File: config.mk
export PLATFORM = sky130hd
export DESIGN_NAME = cfaxc_cfg_regs
export DESIGN_NICKNAME = d
export VERILOG_FILES = /design/src/hdl/cfaxc_pkg.sv /design/src/hdl/cfaxc_cfg_regs.sv
export SDC_FILE = /design/constraint.sdc
export NUM_CORES = 1
export LEC_CHECK = 0
export BUFFER_PORTS_ARGS = -buffer_cell sky130_fd_sc_hd__buf_2
export CAP_MARGIN = 20
export CORE_MARGIN = 2
export CORE_UTILIZATION = 46
export CTS_BUF_LIST = sky130_fd_sc_hd__clkbuf_4 sky130_fd_sc_hd__clkbuf_8
export DETAILED_ROUTE_END_ITERATION = 12
export PLACE_DENSITY = 0.75
export SYNTH_ARGS = -nofsm -noshare
export SYNTH_HDL_FRONTEND = slang
export SYNTH_SLANG_ARGS = --single-unit
File: constraint.sdc
create_clock -name clk -period 1.07 [get_ports clk]
set_clock_uncertainty 0.1 [all_clocks]
set_input_delay 0 -clock clk [delete_from_list [all_inputs] [get_ports clk]]
set_output_delay 0 -clock clk [all_outputs]
set_load 0.01 [all_outputs]
File: src/hdl/cfaxc_pkg.sv
`timescale 1ns / 1ps

package cfaxc_pkg;

	localparam int CFG_DATA_W = 32;
	localparam int CFG_IDX_W  = 3;
	localparam int SLOT_W     = 3;
	localparam int CCNT_W     = 4;
	localparam int RCNT_W     = 16;
	localparam int CLAMP_W    = 5;
	localparam int OP_W       = 33;
	localparam int PROD_W     = 66;
	localparam int SUM_W      = 67;
	localparam int ACC_W      = 48;
	localparam int FRAC       = 16;
	localparam int NMUL       = 4;

	localparam logic OP_LOAD   = 1'b0;
	localparam logic OP_MATRIX = 1'b1;

	typedef enum logic [CFG_IDX_W-1:0] {
		REG_CONJ_MATRIX  = 3'd0,
		REG_CONJ_VECTOR  = 3'd1,
		REG_ALPHA_REAL   = 3'd2,
		REG_ALPHA_IMAG   = 3'd3,
		REG_COLUMN_COUNT = 3'd4,
		REG_ROW_COUNT    = 3'd5
	} reg_idx_t;

	typedef enum logic [1:0] {
		MSEL_ITEM = 2'd0,
		MSEL_HI   = 2'd1,
		MSEL_LO   = 2'd2
	} mul_sel_t;

	typedef struct packed {
		logic                  conj_matrix;
		logic                  conj_vector;
		logic [CFG_DATA_W-1:0] alpha_real;
		logic [CFG_DATA_W-1:0] alpha_imag;
		logic [CCNT_W-1:0]     column_count;
		logic [RCNT_W-1:0]     row_count;
	} cfg_t;

	typedef struct packed {
		logic     capture;
		logic     store_we;
		logic     first;
		logic     mul_en;
		mul_sel_t mul_sel;
		logic     acc_en;
		logic     hsum_en;
		logic     lsum_en;
		logic     out_load;
		logic     last_row;
	} dp_cmd_t;

endpackage

File: src/hdl/cfaxc_cfg_regs.sv
`timescale 1ns / 1ps

module cfaxc_cfg_regs (
	input  logic                               clk,
	input  logic                               arst_n,
	input  logic                               wr_en,
	input  logic [cfaxc_pkg::CFG_IDX_W-1:0]   wr_index,
	input  logic [cfaxc_pkg::CFG_DATA_W-1:0]  wr_data,
	output cfaxc_pkg::cfg_t                    cfg
);

	cfaxc_pkg::cfg_t cfg_q;

	always_ff @(posedge clk or negedge arst_n) begin
		if (!arst_n) begin
			cfg_q.conj_matrix  <= 1'b0;
			cfg_q.conj_vector  <= 1'b0;
			cfg_q.alpha_real   <= '0;
			cfg_q.alpha_imag   <= '0;
			cfg_q.column_count <= cfaxc_pkg::CCNT_W'(1);
			cfg_q.row_count    <= cfaxc_pkg::RCNT_W'(1);
		end else if (wr_en) begin
			case (wr_index)
				cfaxc_pkg::REG_CONJ_MATRIX:  cfg_q.conj_matrix  <= wr_data[0];
				cfaxc_pkg::REG_CONJ_VECTOR:  cfg_q.conj_vector  <= wr_data[0];
				cfaxc_pkg::REG_ALPHA_REAL:   cfg_q.alpha_real   <= wr_data;
				cfaxc_pkg::REG_ALPHA_IMAG:   cfg_q.alpha_imag   <= wr_data;
				cfaxc_pkg::REG_COLUMN_COUNT: cfg_q.column_count <= wr_data[cfaxc_pkg::CCNT_W-1:0];
				cfaxc_pkg::REG_ROW_COUNT:    cfg_q.row_count    <= wr_data[cfaxc_pkg::RCNT_W-1:0];
				default: ;
			endcase
		end
	end

	assign cfg = cfg_q;

endmodule

==> impl_metrics.prom <==
# TYPE chip_impl_metric gauge
chip_impl_metric{name="clock_path_buffers",unit=""} 2
chip_impl_info{name="violations",value="negative hold slack, negative setup slack"} 1
chip_impl_metric{name="report.final.setup_viol",unit=""} 2
chip_impl_metric{name="antenna_violating_nets_left",unit=""} 0
chip_impl_metric{name="num_antenna_cells",unit=""} 0
chip_impl_metric{name="fp.dieW",unit="um"} 89.7
chip_impl_metric{name="largest_reg_flops",unit=""} 86
chip_impl_metric{name="maxSlewHeadroom",unit="%"} 76.3
chip_impl_metric{name="grt_antenna_before_repair",unit=""} 0
chip_impl_metric{name="drtIter0Drc",unit=""} 33
chip_impl_metric{name="yosys_register_bits",unit=""} 86
chip_impl_metric{name="drc",unit=""} 0
chip_impl_metric{name="finalHoldViolations",unit=""} 1
chip_impl_metric{name="finish.utilization",unit="%"} 66.8
chip_impl_info{name="unrepaired_setup_endpoints_after_global_routing",value="yes"} 1
chip_impl_metric{name="starting_density",unit="%"} 47.1
chip_impl_metric{name="routed_via_density",unit=""} 4.74
chip_impl_metric{name="critPathRequiredTime",unit="ns"} 0.97
chip_impl_metric{name="tritoncts_buffer_count",unit=""} 9
chip_impl_metric{name="port_buffers",unit=""} 123
chip_impl_metric{name="p_clk_share",unit="%"} 28.8
chip_impl_metric{name="power_switching_share",unit="%"} 26.4
chip_impl_info{name="cp_top_family",value="flip-flops"} 1
chip_impl_metric{name="die-area",unit="sq mm"} 0.00804
chip_impl_metric{name="ios",unit=""} 124
chip_impl_info{name="clock_tree_from_tritoncts",value="yes"} 1
chip_impl_metric{name="syn_area",unit="sq mm"} 0.00338
chip_impl_metric{name="r2r_setup_slk",unit="ns"} 0.12
chip_impl_metric{name="share_of_synthesized_area_occupied_by_flip_flops_and_latches",unit="%"} 63.8
chip_impl_metric{name="gp_congestion",unit=""} 0.724
chip_impl_metric{name="max-cap-violations",unit=""} 0
chip_impl_info{name="cp-end-kind",value="primary output"} 1
chip_impl_metric{name="ctsHtreeMaxLevel",unit=""} 3
chip_impl_metric{name="vias_in_the_first_global_route",unit=""} 2266
chip_impl_metric{name="area_delta_synth_final",unit="%"} 41.9
chip_impl_metric{name="timing.critical_path.buf_inv",unit=""} 1
chip_impl_metric{name="final.min_clock_period",unit="ns"} 1.09
chip_impl_metric{name="period_share",unit="%"} 102
chip_impl_metric{name="p_per_area",unit="mW/mm^2"} 1970
chip_impl_metric{name="power.static_leakage",unit="nW"} 2.36
chip_impl_metric{name="ys_warn_count",unit=""} 0
chip_impl_metric{name="post_synth_num_cell_types",unit=""} 11
chip_impl_metric{name="worst_max_slew_pin_slew",unit="ns"} 0.356
chip_impl_info{name="r2r-start",value="cfg[0]"} 1
chip_impl_metric{name="drive_gt1_share",unit="%"} 67.2
chip_impl_metric{name="worst-path-max-fanout",unit=""} 2
chip_impl_metric{name="hold_slack",unit="ns"} -0.0108
chip_impl_info{name="outcome",value="finished with violations"} 1
chip_impl_info{name="hold_path_class",value="input pin to flip-flop"} 1
chip_impl_metric{name="placed_wire_length_estimate",unit="um"} 4960
chip_impl_metric{name="synth.net_count",unit=""} 224
chip_impl_metric{name="clock-sinks",unit=""} 86
chip_impl_metric{name="floorplan.die.height",unit="um"} 89.7
chip_impl_metric{name="min_path_cells",unit=""} 3
chip_impl_metric{name="ir_drop",unit="mV"} 1.23
chip_impl_metric{name="cp_slowest_stage_delay",unit="ns"} 0.55
chip_impl_info{name="criticalPathCategory",value="flip-flop to primary output"} 1
chip_impl_metric{name="maxClockFrequency",unit="MHz"} 921
chip_impl_metric{name="p_int",unit="mW"} 6.93
chip_impl_info{name="endpoint_of_the_most_critical_register_to_register_path",value="cfg[0]"} 1
chip_impl_metric{name="grt_overflow",unit=""} 0
chip_impl_metric{name="drt_pre_antenna_iters",unit=""} 4
chip_impl_metric{name="fin_area",unit="sq mm"} 0.00479
chip_impl_info{name="cts-root-buf",value="clkbuf_8"} 1
chip_impl_info{name="timing.hold.worst_endpoint",value="cfg[85]"} 1
chip_impl_metric{name="timing.final.max_slew_violations",unit=""} 0
chip_impl_info{name="critPathLaunchType",value="flip-flop"} 1
chip_impl_info{name="crit_slowest_cell",value="dfstp_2"} 1
chip_impl_metric{name="cts_hold_buffers",unit=""} 33
chip_impl_metric{name="avgSynthCellArea",unit="sq um"} 18.2
chip_impl_metric{name="seq_power_share",unit="%"} 46.2
chip_impl_metric{name="final_wirelength",unit="um"} 7250
chip_impl_metric{name="drt-wirelength-per-cell",unit="um"} 15.7
chip_impl_metric{name="track_usage",unit="%"} 18.6
chip_impl_metric{name="netSwitchingPower",unit="mW"} 2.48
chip_impl_metric{name="cp.arrival",unit="ns"} 0.99
chip_impl_info{name="hp-start",value="wr_index[0]"} 1
chip_impl_metric{name="final.setup.worst_slack",unit="ns"} -0.0161
chip_impl_metric{name="pwr-share-comb",unit="%"} 25.0
chip_impl_metric{name="layout.nets",unit=""} 397
chip_impl_metric{name="dpl_cell_area",unit="sq mm"} 0.00420
chip_impl_metric{name="setup_tns_final",unit="ns"} -0.0254
chip_impl_metric{name="global_route_wire_length_before_repair",unit="um"} 11000
chip_impl_metric{name="core-area",unit="sq mm"} 0.00718
chip_impl_metric{name="dp_worst_setup_slack",unit="ns"} -0.237
chip_impl_metric{name="clkSlewWorstSetupHoldPaths",unit="ns"} 0.07
chip_impl_metric{name="grt_start_max_net_pins",unit=""} 36
chip_impl_metric{name="synth_cells",unit=""} 186
chip_impl_metric{name="vias",unit=""} 2190
chip_impl_metric{name="std_cell_rows",unit=""} 31
chip_impl_metric{name="worstRegToRegCells",unit=""} 2
chip_impl_metric{name="clock_latency_reported_for_the_late_side_of_the_worst_skew_pair",unit="ns"} 0.35
chip_impl_info{name="cell_breakdown_of_the_critical_path",value="buf_6"} 1
## worst register-to-register path, delay by kind of cell, from the launching register on
family | cells | cell delay [ns]
buffers and inverters | 1 | 0.11
DFF | 1 | 0.55
muxes | 1 | 0.15
## routing by layer
layer	wire (um)	global-route usage, %
met2	3620	31.1
met4	53	5.83
met3	537	6.40
met1	3030	22.8
met5	0	0
## repair_timing
action                                  CTS  global route
setup buffers                             1             0
endpoints found under the setup margin    2             2
endpoints found under the hold margin   172             1
gates resized for setup                   2             0
## per-stage QoR
stage	power, mW	instances
after CTS	9.52	462
after floorplan	5.55	186
after global routing	9.93	462
after detailed placement	6.65	413
final	9.42	462
after global placement	6.57	413
## worst max path at each step
stage,start,end,slack [ns],depth (start not counted)
floorplan,wr_index[2],cfg[52],0.02,4
global placement,wr_index[2],cfg[71],-0.19,4
detailed placement,wr_index[0],cfg[71],-0.24,4
CTS,cfg[16],cfg[16],-0.03,1
global route,cfg[0],cfg[0],-0.06,1
finish,cfg[0],cfg[0],-0.02,1
## area by class of cell
cell class                      instances  area (sq um)
Fill cell                             522          2380
Sequential cell                        86          2150
Multi-Input combinational cell         92          1150
Timing Repair Buffer                  170          1120
Clock buffer                           10           138
Tap cell                               99           124
Clock inverter                          5           108
## cell usage after synthesis (all sizes together)
library cell  instances  area share, %
nor4b                 1           0.26
dfrtp                84             62
buf                   8            2.1
nand4b                2           0.70
mux2                 86             32
dfstp                 2            1.6
and4bb                3            1.1
## placed cells by master, fill, tap and decap left out
cell type and instances:
bufinv_16 3, nand4b_1 1, buf_6 2, clkinv_4 2, nand4b_2 1, dfrtp_1 84
mux2_2 56, and4bb_2 3, buf_12 4, buf_4 11, dfstp_2 2, mux2_4 30
dlygate4sd3_1 33, nor4b_1 1, clkbuf_8 10, buf_2 120
## cell families after synthesis
group	share of synthesized area, %
buffers and inverters	2.11
DFF	63.8
and+or+nand+nor	2.07
muxes	32.0
## power groups by stage
stage               Combinational, mW  Sequential [mW]  Clock (mW)
floorplan                       0.825             4.73           0
global placement                 2.19             4.37           0
detailed placement               2.26             4.40           0
CTS                              2.39             4.35        2.78
global route                     2.57             4.44        2.92
finish                           2.36             4.35        2.71
Note: power is estimated with default switching activity, not from simulation.
