--- config.mk ---
export PLATFORM = sky130hd
export DESIGN_NAME = cfaxc_ctrl
export DESIGN_NICKNAME = d
export VERILOG_FILES = /design/src/hdl/cfaxc_pkg.sv /design/src/hdl/cfaxc_ctrl.sv
export SDC_FILE = /design/constraint.sdc
export NUM_CORES = 1
export LEC_CHECK = 0
export BUFFER_PORTS_ARGS = -buffer_cell sky130_fd_sc_hd__buf_2
export CAP_MARGIN = 20
export CORE_MARGIN = 2
export CORE_UTILIZATION = 48
export CTS_CLUSTER_DIAMETER = 200
export DETAILED_ROUTE_END_ITERATION = 16
export GPL_TIMING_DRIVEN = 0
export PLACE_DENSITY_LB_ADDON = 0.12
export SLEW_MARGIN = 20
export SYNTH_ARGS = -nofsm -noshare
export SYNTH_HDL_FRONTEND = slang
export SYNTH_SLANG_ARGS = --single-unit
--- constraint.sdc ---
create_clock -name clk -period 4.4 [get_ports clk]
set_clock_uncertainty 0.05 [all_clocks]
set_input_delay 0 -clock clk [delete_from_list [all_inputs] [get_ports clk]]
set_output_delay 0 -clock clk [all_outputs]
set_load 0.05 [all_outputs]
--- src/hdl/cfaxc_pkg.sv ---
`timescale 1ns / 1ps

package cfaxc_pkg;

	localparam int CFG_DATA_W = 32;
	localparam int CFG_IDX_W  = 3;
	localparam int SLOT_W     = 3;
	localparam int CCNT_W     = 4;
	localparam int RCNT_W     = 16;
	localparam int CLAMP_W    = 5;
	localparam int OP_W       = 33;
	localparam int PROD_W     = 66;
	localparam int SUM_W      = 67;
	localparam int ACC_W      = 48;
	localparam int FRAC       = 16;
	localparam int NMUL       = 4;

	localparam logic OP_LOAD   = 1'b0;
	localparam logic OP_MATRIX = 1'b1;

	typedef enum logic [CFG_IDX_W-1:0] {
		REG_CONJ_MATRIX  = 3'd0,
		REG_CONJ_VECTOR  = 3'd1,
		REG_ALPHA_REAL   = 3'd2,
		REG_ALPHA_IMAG   = 3'd3,
		REG_COLUMN_COUNT = 3'd4,
		REG_ROW_COUNT    = 3'd5
	} reg_idx_t;

	typedef enum logic [1:0] {
		MSEL_ITEM = 2'd0,
		MSEL_HI   = 2'd1,
		MSEL_LO   = 2'd2
	} mul_sel_t;

	typedef struct packed {
		logic                  conj_matrix;
		logic                  conj_vector;
		logic [CFG_DATA_W-1:0] alpha_real;
		logic [CFG_DATA_W-1:0] alpha_imag;
		logic [CCNT_W-1:0]     column_count;
		logic [RCNT_W-1:0]     row_count;
	} cfg_t;

	typedef struct packed {
		logic     capture;
		logic     store_we;
		logic     first;
		logic     mul_en;
		mul_sel_t mul_sel;
		logic     acc_en;
		logic     hsum_en;
		logic     lsum_en;
		logic     out_load;
		logic     last_row;
	} dp_cmd_t;

endpackage

--- src/hdl/cfaxc_ctrl.sv ---
`timescale 1ns / 1ps

module cfaxc_ctrl #(
	parameter int MAX_COLUMNS = 8,
	localparam int IDX_W = (MAX_COLUMNS > 1) ? $clog2(MAX_COLUMNS) : 1
) (
	input  logic                 clk,
	input  logic                 arst_n,
	input  cfaxc_pkg::cfg_t      cfg,
	input  logic                 in_valid,
	input  logic                 opcode,
	output logic                 in_stall,
	output logic                 out_valid,
	input  logic                 out_stall,
	output cfaxc_pkg::dp_cmd_t   cmd,
	output logic [IDX_W-1:0]     col
);

	typedef enum logic [6:0] {
		ST_IDLE = 7'b0000001,
		ST_MUL  = 7'b0000010,
		ST_ACC  = 7'b0000100,
		ST_FHI  = 7'b0001000,
		ST_FLO  = 7'b0010000,
		ST_SUM  = 7'b0100000,
		ST_OUT  = 7'b1000000
	} state_t;

	state_t                           state_q, state_nx;
	logic [IDX_W-1:0]                 col_cnt_q;
	logic [cfaxc_pkg::RCNT_W-1:0]     row_cnt_q;
	logic                             first_q, last_col_q, row_last_q, out_valid_q;

	logic [cfaxc_pkg::CLAMP_W-1:0]    cc_c, cols_c, cnt_c, col_c;
	logic [cfaxc_pkg::RCNT_W-1:0]     rows_c;
	logic                             last_col_c, row_end_c, accept_c, out_free_c;

	always_comb begin
		cc_c = cfaxc_pkg::CLAMP_W'(cfg.column_count);
		if (cc_c == '0) begin
			cols_c = cfaxc_pkg::CLAMP_W'(1);
		end else if (cc_c > cfaxc_pkg::CLAMP_W'(MAX_COLUMNS)) begin
			cols_c = cfaxc_pkg::CLAMP_W'(MAX_COLUMNS);
		end else begin
			cols_c = cc_c;
		end
		cnt_c = cfaxc_pkg::CLAMP_W'(col_cnt_q);
		col_c = (cnt_c >= cols_c) ? cols_c - cfaxc_pkg::CLAMP_W'(1) : cnt_c;
		last_col_c = (col_c + cfaxc_pkg::CLAMP_W'(1)) >= cols_c;
		rows_c = (cfg.row_count == '0) ? cfaxc_pkg::RCNT_W'(1) : cfg.row_count;
		row_end_c = ({1'b0, row_cnt_q} + (cfaxc_pkg::RCNT_W+1)'(1)) >= {1'b0, rows_c};
	end

	assign col        = IDX_W'(col_c);
	assign accept_c   = in_valid && (state_q == ST_IDLE);
	assign out_free_c = !out_valid_q || !out_stall;

	always_comb begin
		state_nx = state_q;
		cmd = '0;
		cmd.mul_sel  = cfaxc_pkg::MSEL_ITEM;
		cmd.first    = first_q;
		cmd.last_row = row_last_q;
		case (state_q)
			ST_IDLE: begin
				cmd.capture  = accept_c && (opcode == cfaxc_pkg::OP_MATRIX);
				cmd.store_we = accept_c && (opcode == cfaxc_pkg::OP_LOAD);
				if (cmd.capture) begin
					state_nx = ST_MUL;
				end
			end
			ST_MUL: begin
				cmd.mul_en  = 1'b1;
				cmd.mul_sel = cfaxc_pkg::MSEL_ITEM;
				state_nx = ST_ACC;
			end
			ST_ACC: begin
				cmd.acc_en = 1'b1;
				state_nx = last_col_q ? ST_FHI : ST_IDLE;
			end
			ST_FHI: begin
				cmd.mul_en  = 1'b1;
				cmd.mul_sel = cfaxc_pkg::MSEL_HI;
				state_nx = ST_FLO;
			end
			ST_FLO: begin
				cmd.mul_en  = 1'b1;
				cmd.mul_sel = cfaxc_pkg::MSEL_LO;
				cmd.hsum_en = 1'b1;
				state_nx = ST_SUM;
			end
			ST_SUM: begin
				cmd.lsum_en = 1'b1;
				state_nx = ST_OUT;
			end
			ST_OUT: begin
				if (out_free_c) begin
					cmd.out_load = 1'b1;
					state_nx = ST_IDLE;
				end
			end
			default: begin
				state_nx = ST_IDLE;
			end
		endcase
	end

	always_ff @(posedge clk or negedge arst_n) begin
		if (!arst_n) begin
			state_q     <= ST_IDLE;
			col_cnt_q   <= '0;
			row_cnt_q   <= '0;
			first_q     <= 1'b0;
			last_col_q  <= 1'b0;
			row_last_q  <= 1'b0;
			out_valid_q <= 1'b0;
		end else begin
			state_q <= state_nx;
			if (cmd.capture) begin
				first_q    <= (col_c == '0);
				last_col_q <= last_col_c;
				if (last_col_c) begin
					col_cnt_q  <= '0;
					row_last_q <= row_end_c;
					row_cnt_q  <= row_end_c ? '0 : row_cnt_q + cfaxc_pkg::RCNT_W'(1);
				end else begin
					col_cnt_q <= IDX_W'(col_c + cfaxc_pkg::CLAMP_W'(1));
				end
			end
			if (cmd.out_load) begin
				out_valid_q <= 1'b1;
			end else if (!out_stall) begin
				out_valid_q <= 1'b0;
			end
		end
	end

	assign in_stall  = (state_q != ST_IDLE);
	assign out_valid = out_valid_q;

endmodule

==> reports/metrics.yaml <==
status: "finished clean"
track_usage: 0.197
tightestPinTransition_ps: 651
grt_max_degree: 31
port-buffer-count: 40
drt_wl_total_microns: 5440
yosysTopAreaCell: "dfrtp_1"
regArea_sq_um: 752
arrival_ps: 3980
synth.distinct_cells: 57
hold_violations: 0
setup-tns-final_ps: 0
post-route-min-period_ps: 3840
seqPwrFrac: 0.294
initial_utilization: 0.493
grt_pass1_wl_microns: 9260
synth-adder-area-share: 0.135
diodes: 0
syn_inst: 280
synth_top_family_by_area: "simple AND/OR/NAND/NOR gates"
areaGrowthSynthToFinish_pct: 17.9
vias: 2206
drc: 0
syn_area_per_cell_sq_um: 8.93
die_area_sq_um: 5800
core_area_sq_um: 5070
yosysMostFrequentCell: "nand2_1"
dpl.cell_count: 390
cts_tree: "done"
root_buffer: "clkbuf_8"
synth_seq_area_share: 0.301
p_leak_nw: 1.44
syn_area_sq_um: 2500
clock_path_buffers: 2
grt_pass1_vias: 1998
setup_ws_ps: 565
dr.pass1.iters: 4
maxSlewViolCount: 0
viasPerCell: 5.47
p_per_area_nw_per_um2: 414
path_class: "register to register"
ant_nets: 0
worst_setup_path_end_kind: "register"
h-tree-depth: 2
synth_seq_cells: 30
num_rows: 26
synth_common_cells: "nand2_1 (31), dfrtp_1 (29), ha_1 (27)"
yosysWarningCount: 0
crit_fanout: 10
cts_made_buffers: 5
grt-ovfl-total: 0
postPlaceCellArea_sq_um: 2790
layout-drive-gt1-share: 0.213
yosys.area_share.simple: 0.262
synth_edf_count: 0
cts_resized: 0
switchingPower_uw: 510
start_kind: "register"
synth_compound_area_frac: 0.183
peakVddDrop_mv: 0.376
worstPathRequired_ps: 4540
muxShareOfSynthArea: 0.00400
drv_cap: 0
io_pins: 107
insertion_delay_ps: 280
multi_input_area_sq_um: 1550
ys.flop_type: "dfrtp_1"
post-route-period-util: 0.872
ys_async_sr_fraction: 1.00
fin_area_sq_um: 2950
synth_fp_nets: 398
fmax_ghz: 0.261
synth_xor_area_frac: 0.0350
drtIter0Drc: 129
clk_pin_slew_worst_paths_ps: 60
total_power_mw: 1.22
die_w_microns: 76.2
p_clk_frac: 0.239
rsz0062_at_grt: "no"
intPower_uw: 710
setup_viol: 0
fin_cells: 403
wl_per_cell_microns: 13.5
pwr-share-comb: 0.467
synth_area_leaders: "dfrtp_1 (29%), ha_1 (14%), nand2_1 (4.7%)"
place_ws_ps: 385
clock-sinks: 30
nFillCells: 475
synth_top_area_frac: 0.290
hold_path_class: "input port to register"
dieHeight_microns: 76.2
relSlewSlack: 0.566
antenna_found_initial: 0
gp_congestion: 0.820
swShare: 0.418
dp_hpwl_microns: 4150
final_nets: 450
## routing by layer
| metal | vias up | part of all wire | GRT usage | wire length (microns) |
|---|---|---|---|---|
| li1 | 1124 | - | - | - |
| met1 | 1021 | 0.49 | 0.280 | 2650 |
| met2 | 55 | 0.45 | 0.304 | 2460 |
| met3 | 6 | 0.051 | 0.0509 | 276 |
| met4 | 0 | 0.0092 | 0.0400 | 50 |
| met5 | - | 0 | 0 | 0 |
## stage by stage
stage,hold WS [ps],util
after floorplan,-346,-
after global placement,28.6,0.550
after detailed placement,25.1,0.550
after CTS,122,0.576
after global routing,161,0.581
final,120,0.581
## power groups by stage
| stage | clock [mW] | combinational, mW | sequential [mW] |
|---|---|---|---|
| 5_1_grt | 0.318 | 0.636 | 0.365 |
| 3_3_place_gp | 0 | 0.560 | 0.362 |
| 4_1_cts | 0.298 | 0.570 | 0.359 |
| 3_5_place_dp | 0 | 0.567 | 0.363 |
| 6_report | 0.291 | 0.569 | 0.359 |
| 2_1_floorplan | 0 | 0.447 | 0.353 |
## sequential cells by signal, summed over array words and instances, names as in the netlist
name and count:
state_q 7, row_cnt_q 16, col_cnt_q 3, first_q 1, out_valid 1, last_col_q 1, row_last_q 1
## layout make-up
cell class	count	share of cell area
Buffer	15	0.0318
Clock buffer	7	0.0293
Clock inverter	1	0.0102
Inverter	25	0.0361
Multi-Input combinational cell	210	0.525
Sequential cell	30	0.255
Tap cell	70	0.0297
Timing Repair Buffer	45	0.0823
## worst max-delay path, cell delays in order (launching register included)
cell and delay, ps:
dfrtp_1 460, ha_1 250, nand3_1 200, nand2b_1 200, clkbuf_1 190, or4b_1 550, nand2_1 110, ha_1 260
a211oi_1 200, o21ai_0 140, a211oi_2 340, o31a_1 260, buf_2 260, nand3_1 100, o21ai_0 180
## logic make-up (layout without fill, tap and decap cells)
family                   after synthesis  in the layout
AO/OA/AOI/OAI                         63             63
XOR/XNOR                              10             10
adder cells (fa/ha/maj)               27             27
buffers and inverters                 40             93
flip-flops                            30             30
multiplexers                           1              1
AND/OR/NAND/NOR                      109            109
## final timing paths
check	from	end	slack [ps]	cells past startpoint
max	row_cnt_q[0]	row_cnt_q[6]	560	14
min	cfg[19]	col_cnt_q[1]	120	3
max reg2reg	row_cnt_q[0]	row_cnt_q[6]	560	14
min reg2reg	last_col_q	last_col_q	420	2
max in group asynchronous	arst_n	first_q	3640	2
min in group asynchronous	arst_n	row_cnt_q[12]	230	2
## what timing repair did
item                                    4_1_cts  5_1_grt
endpoints found under the setup margin        0        5
buffers inserted                              0        3
hold endpoints to repair                     31        0
hold buffers                                  2        0
## cell usage in the layout (no fill, tap or decap), types with 4 or more instances in the layout
| cell | synthesis | layout |
|---|---|---|
| o21ai_0 | 15 | 15 |
| xor2_1 | 4 | 4 |
| buf_2 | 3 | 43 |
| and3_1 | 4 | 4 |
| dfrtp_1 | 29 | 29 |
| clkbuf_1 | 6 | 7 |
| buf_4 | 3 | 6 |
| nand4_1 | 6 | 6 |
| nor4_1 | 4 | 4 |
| nand2_1 | 31 | 31 |
| a211oi_1 | 4 | 4 |
| o21a_1 | 4 | 4 |
| inv_1 | 24 | 24 |
| nand2b_1 | 12 | 12 |
| o21ai_1 | 8 | 8 |
| ha_1 | 27 | 27 |
| clkbuf_8 | 0 | 6 |
| nand3_1 | 9 | 9 |
| xnor2_1 | 6 | 6 |
| nor2_1 | 9 | 9 |
| a32oi_1 | 7 | 7 |
| nor3_1 | 4 | 4 |
| nor4b_1 | 5 | 5 |
No activity file was read; power rests on OpenSTA's default activity.
